===== config.mk =====
export PLATFORM = sky130hd
export DESIGN_NAME = scp_queue
export DESIGN_NICKNAME = d
export VERILOG_FILES = /design/src/rtl/core/scp_pkg.sv /design/src/rtl/core/scp_queue.sv
export SDC_FILE = /design/constraint.sdc
export NUM_CORES = 1
export LEC_CHECK = 0
export BUFFER_PORTS_ARGS = -buffer_cell sky130_fd_sc_hd__buf_2
export CELL_PAD_IN_SITES_DETAIL_PLACEMENT = 0
export CELL_PAD_IN_SITES_GLOBAL_PLACEMENT = 1
export CORE_MARGIN = 10
export CORE_UTILIZATION = 51
export CTS_CLUSTER_DIAMETER = 100
export DETAILED_ROUTE_END_ITERATION = 8
export GPL_TIMING_DRIVEN = 0
export PLACE_DENSITY_LB_ADDON = 0.1
export SYNTH_ARGS = -nofsm -noshare
export SYNTH_HDL_FRONTEND = slang
export SYNTH_SLANG_ARGS = --single-unit

===== constraint.sdc =====
create_clock -name clk -period 5.15 [get_ports clk]
set_input_delay 1.545 -clock clk [delete_from_list [all_inputs] [get_ports clk]]
set_output_delay 1.545 -clock clk [all_outputs]
set_load 0.01 [all_outputs]

===== src/rtl/core/scp_pkg.sv =====
// ----------------------------------------------------------------------------
// scp_pkg
// Shared types and constants of the segment/plane clipper.
// ----------------------------------------------------------------------------
package scp_pkg;

  // Result status codes
  typedef enum logic [1:0] {
    CLIP_KEEP = 2'd0,
    CLIP_POS  = 2'd1,
    CLIP_NEG  = 2'd2
  } clip_status_t;

  // Configuration register indexes
  localparam int CFG_IDX_W = 2;
  typedef enum logic [CFG_IDX_W-1:0] {
    CFG_NORMAL_X     = 2'd0,
    CFG_NORMAL_Y     = 2'd1,
    CFG_NORMAL_Z     = 2'd2,
    CFG_PLANE_OFFSET = 2'd3
  } cfg_index_t;

  // Classification handed from front to back
  typedef struct packed {
    clip_status_t status;
    logic         div;     // crossing: divide and interpolate
    logic         lv_neg;  // distance falls along the segment
  } clip_ctrl_t;

  localparam int CTRL_W      = $bits(clip_ctrl_t);
  localparam int QUEUE_DEPTH = 4;
  localparam int QPTR_W      = $clog2(QUEUE_DEPTH);

endpackage


===== src/rtl/core/scp_queue.sv =====
// ----------------------------------------------------------------------------
// scp_queue
// Small first-in first-out queue between front and back.
// ----------------------------------------------------------------------------
module scp_queue import scp_pkg::*; #(
  parameter int DW = 8
) (
  input  logic          clk,
  input  logic          rst,
  input  logic          push,
  input  logic [DW-1:0] push_data,
  output logic          full,
  input  logic          pop,
  output logic          not_empty,
  output logic [DW-1:0] pop_data
);

  logic [DW-1:0]     mem [QUEUE_DEPTH];
  logic [QPTR_W-1:0] wptr, rptr;
  logic [QPTR_W:0]   count;

  assign full      = (count == (QPTR_W+1)'(QUEUE_DEPTH));
  assign not_empty = (count != '0);
  assign pop_data  = mem[rptr];

  always_ff @(posedge clk) begin
    if (rst) begin
      wptr  <= '0;
      rptr  <= '0;
      count <= '0;
    end else begin
      if (push) wptr <= wptr + 1'b1;
      if (pop)  rptr <= rptr + 1'b1;
      count <= count + (QPTR_W+1)'(push) - (QPTR_W+1)'(pop);
    end
  end

  always_ff @(posedge clk) begin
    if (push) mem[wptr] <= push_data;
  end

endmodule


==> results.sh <==
export IMPL_drtIter0Drc=39
export IMPL_p_int_w=0.000503
export IMPL_synth_xor_area_frac=0.0258
export IMPL_cts_tree="done"
export IMPL_final_common_cell="edfxtp_1"
export IMPL_outcome="finished clean"
export IMPL_clk_latency_ns=0.34
export IMPL_postLayoutCellArea_um2=1820
export IMPL_pwr_share_seq=0.594
export IMPL_wl_um=2530
export IMPL_syn_area_um2=1600
export IMPL_ff2ff_setup_slack_ns=3.56
export IMPL_post_cts_repair_setup_buffers=0
export IMPL_p_leak_nw=0.674
export IMPL_start_kind="flop"
export IMPL_ctsResizeCount=0
export IMPL_cts_clk_slew_worst_paths_ns=0.11
export IMPL_setup_violations=0
export IMPL_postPlaceCellArea_um2=1760
export IMPL_fp_row_count=20
export IMPL_grt_start_max_net_pins=13
export IMPL_syn_inst=84
export IMPL_grt_pass1_vias=861
export IMPL_synthMuxAreaShare=0.119
export IMPL_critical_path_max_fanout=8
export IMPL_dieArea_um2=5770
export IMPL_p_sw_w=0.000154
export IMPL_drt_first_pass_iters=2
export IMPL_yosys_area_share_simple=0.0478
export IMPL_ir_worst_vdd_v=0.000199
export IMPL_clockBufferDepth=2
export IMPL_grt_ovfl_total=0
export IMPL_grt_pass1_wl_um=4310
export IMPL_timing_hold_worst_class="reg -> reg"
export IMPL_worst_endpoint_required_ns=3.61
export IMPL_filler_cell_count=257
export IMPL_synthAdderAreaFrac=0.0595
export IMPL_core_um2=3030
export IMPL_remaining_drc_errors=0
export IMPL_endpoint_kind="primary output"
export IMPL_vias=769
export IMPL_cts_root_buf="clkbuf_4"
export IMPL_cts_hold_buffers=0
export IMPL_whs_path_depth=2
export IMPL_hold_viol=0
export IMPL_synth_top_family_by_area="multiplexers"
export IMPL_grt_util_all_layers=0.0962
export IMPL_ff2ff_path_depth=7
export IMPL_min_delay_start="rptr[1]"
export IMPL_drive_gt1_frac=0.336
export IMPL_via_per_inst=4.90
export IMPL_ios=22
export IMPL_reg2reg_from="count[0]"
export IMPL_area_growth_pct=13.7
export IMPL_rsz0062_at_grt="false"
export IMPL_cp_arrival_ns=1.52
export IMPL_finalPower_w=0.000657
export IMPL_fmax_mhz=326
export IMPL_reg2reg_to="count[2]"
export IMPL_post_route_period_util=0.595
export IMPL_yosys_warnings=0
export IMPL_chipWidth_um=76.0
export IMPL_crit_type="reg -> out"
export IMPL_power_density_nw_per_um2=361
export IMPL_netlist_area_leader_share=0.601
export IMPL_initial_utilization=0.528
export IMPL_yosys_area_top_type="edfxtp_1"
export IMPL_wire_per_inst_um=16.1
export IMPL_pwr_share_comb=0.156
export IMPL_antenna_left=0
export IMPL_cts_inserted_buffers=5
export IMPL_setup_ws_ns=2.09
export IMPL_fin_nets=131
export IMPL_antenna_cells=0
export IMPL_synth_compound_area_share=0.00940
export IMPL_gp_congestion=0.623
export IMPL_h_tree_depth=2
export IMPL_report_final_slew_viol_count=0
export IMPL_fin_worst_skew_ns=0.0115
export IMPL_maxSlewHeadroom=0.701
export IMPL_fin_setup_tns_ns=0
export IMPL_final_util=0.600
export IMPL_pwr_share_clk=0.250
export IMPL_synthTopCellsByArea="edfxtp_1 (60%), dfxtp_1 (11%), mux4_2 (11%), ha_1 (4.7%), and2_1 (1.6%)"
export IMPL_ys_seq_area_frac=0.714
export IMPL_timing_max_cap_violations=0
export IMPL_final_cell_mix="edfxtp_1 (32), buf_2 (21), dfxtp_1 (9), mux4_2 (8)"
export IMPL_fin_crit_ns=3.06
export IMPL_tightestPinTransition_ns=0.448
export IMPL_p_sw_frac=0.234
export IMPL_syn_avg_cell_area_um2=19.0
export IMPL_die_y_um=76.0
export IMPL_pre_cts_slack_ns=2.24
export IMPL_ys_ff_latch=41
export IMPL_antenna_found_initial=0
export IMPL_ys_types=19
export IMPL_syn_nets=103
export IMPL_cts_num_sinks=41
export IMPL_io_buffer_count=21
==> Yosys cell counts <==
cell type and instances:
mux4_2 8, dfxtp_1 9, and2_1 4, nor2_1 5, nand3b_1 1, xor3_1 1
nor2b_1 2, a21oi_1 1, mux2i_1 1, and3_1 1, fa_1 1, a21bo_2 1
inv_1 6, ha_1 6, or3_1 1, buf_6 1, clkbuf_2 1, xnor2_1 2
edfxtp_1 32
==> per-stage QoR <==
stage | std cells | hold slack (ns)
finish | 157 | 0.538
global route | 157 | 0.563
CTS | 157 | 0.536
detailed placement | 149 | 0.523
global placement | 149 | 0.510
floorplan | 84 | 0.492
==> worst max-delay path by stage <==
| stage | start | endpoint | slack (ns) | depth (start not counted) |
|---|---|---|---|---|
| after floorplan | pop | count[2] | 2.45 | 6 |
| after global placement | pop | count[2] | 2.26 | 7 |
| after detailed placement | pop | count[2] | 2.24 | 7 |
| after CTS | flop | pop_data[7] | 2.05 | 3 |
| after global routing | flop | pop_data[7] | 2.02 | 3 |
| final | flop | pop_data[7] | 2.09 | 3 |
==> registers in the layout (all words and copies together), names as in the netlist, named ones only <==
| register | cells |
|---|---|
| wptr | 2 |
| mem | 32 |
| count | 3 |
| rptr | 2 |
==> layer usage <==
layer  global-route usage  wire length (µm)  vias up  share of wire
li1                     -                 -      370              -
met1                0.104              1080      380           0.43
met2                0.160              1310       14           0.52
met3               0.0283                82        5          0.032
met4               0.0625                54        0          0.021
met5                    0                 0        -              0
==> logic make-up after synthesis <==
kind of cell | after synthesis
muxes | 9
buffers and inverters | 8
xor gates and xnor gates | 3
adders and majority gates | 7
DFF | 41
AOI/OAI and AO/OA | 2
and+or+nand+nor | 14
==> worst max-delay path: stages, from the launching register on <==
cell     delay [ns]
dfxtp_1        0.34
buf_6          0.17
mux4_2         0.51
buf_2          0.16
==> area by class of cell <==
class | instances | area (µm²) | area share
timing repair buffer | 21 | 105 | 0.0579
multi-input combinational | 35 | 418 | 0.230
inverter | 6 | 22.5 | 0.0124
buffer | 2 | 16.3 | 0.00895
clock buffer | 8 | 58.8 | 0.0324
sequential | 41 | 1140 | 0.628
tap | 44 | 55.1 | 0.0303
==> power by group through the flow <==
stage | Sequential, W | Clock, W | Combinational [W]
after CTS | 0.000390 | 0.000170 | 0.000106
after detailed placement | 0.000398 | 0 | 0.000106
after global placement | 0.000396 | 0 | 0.000103
after global routing | 0.000393 | 0.000181 | 0.000117
final | 0.000390 | 0.000164 | 0.000103
after floorplan | 0.000395 | 0 | 0.0000726
Note: power is estimated with default switching activity, not from simulation.
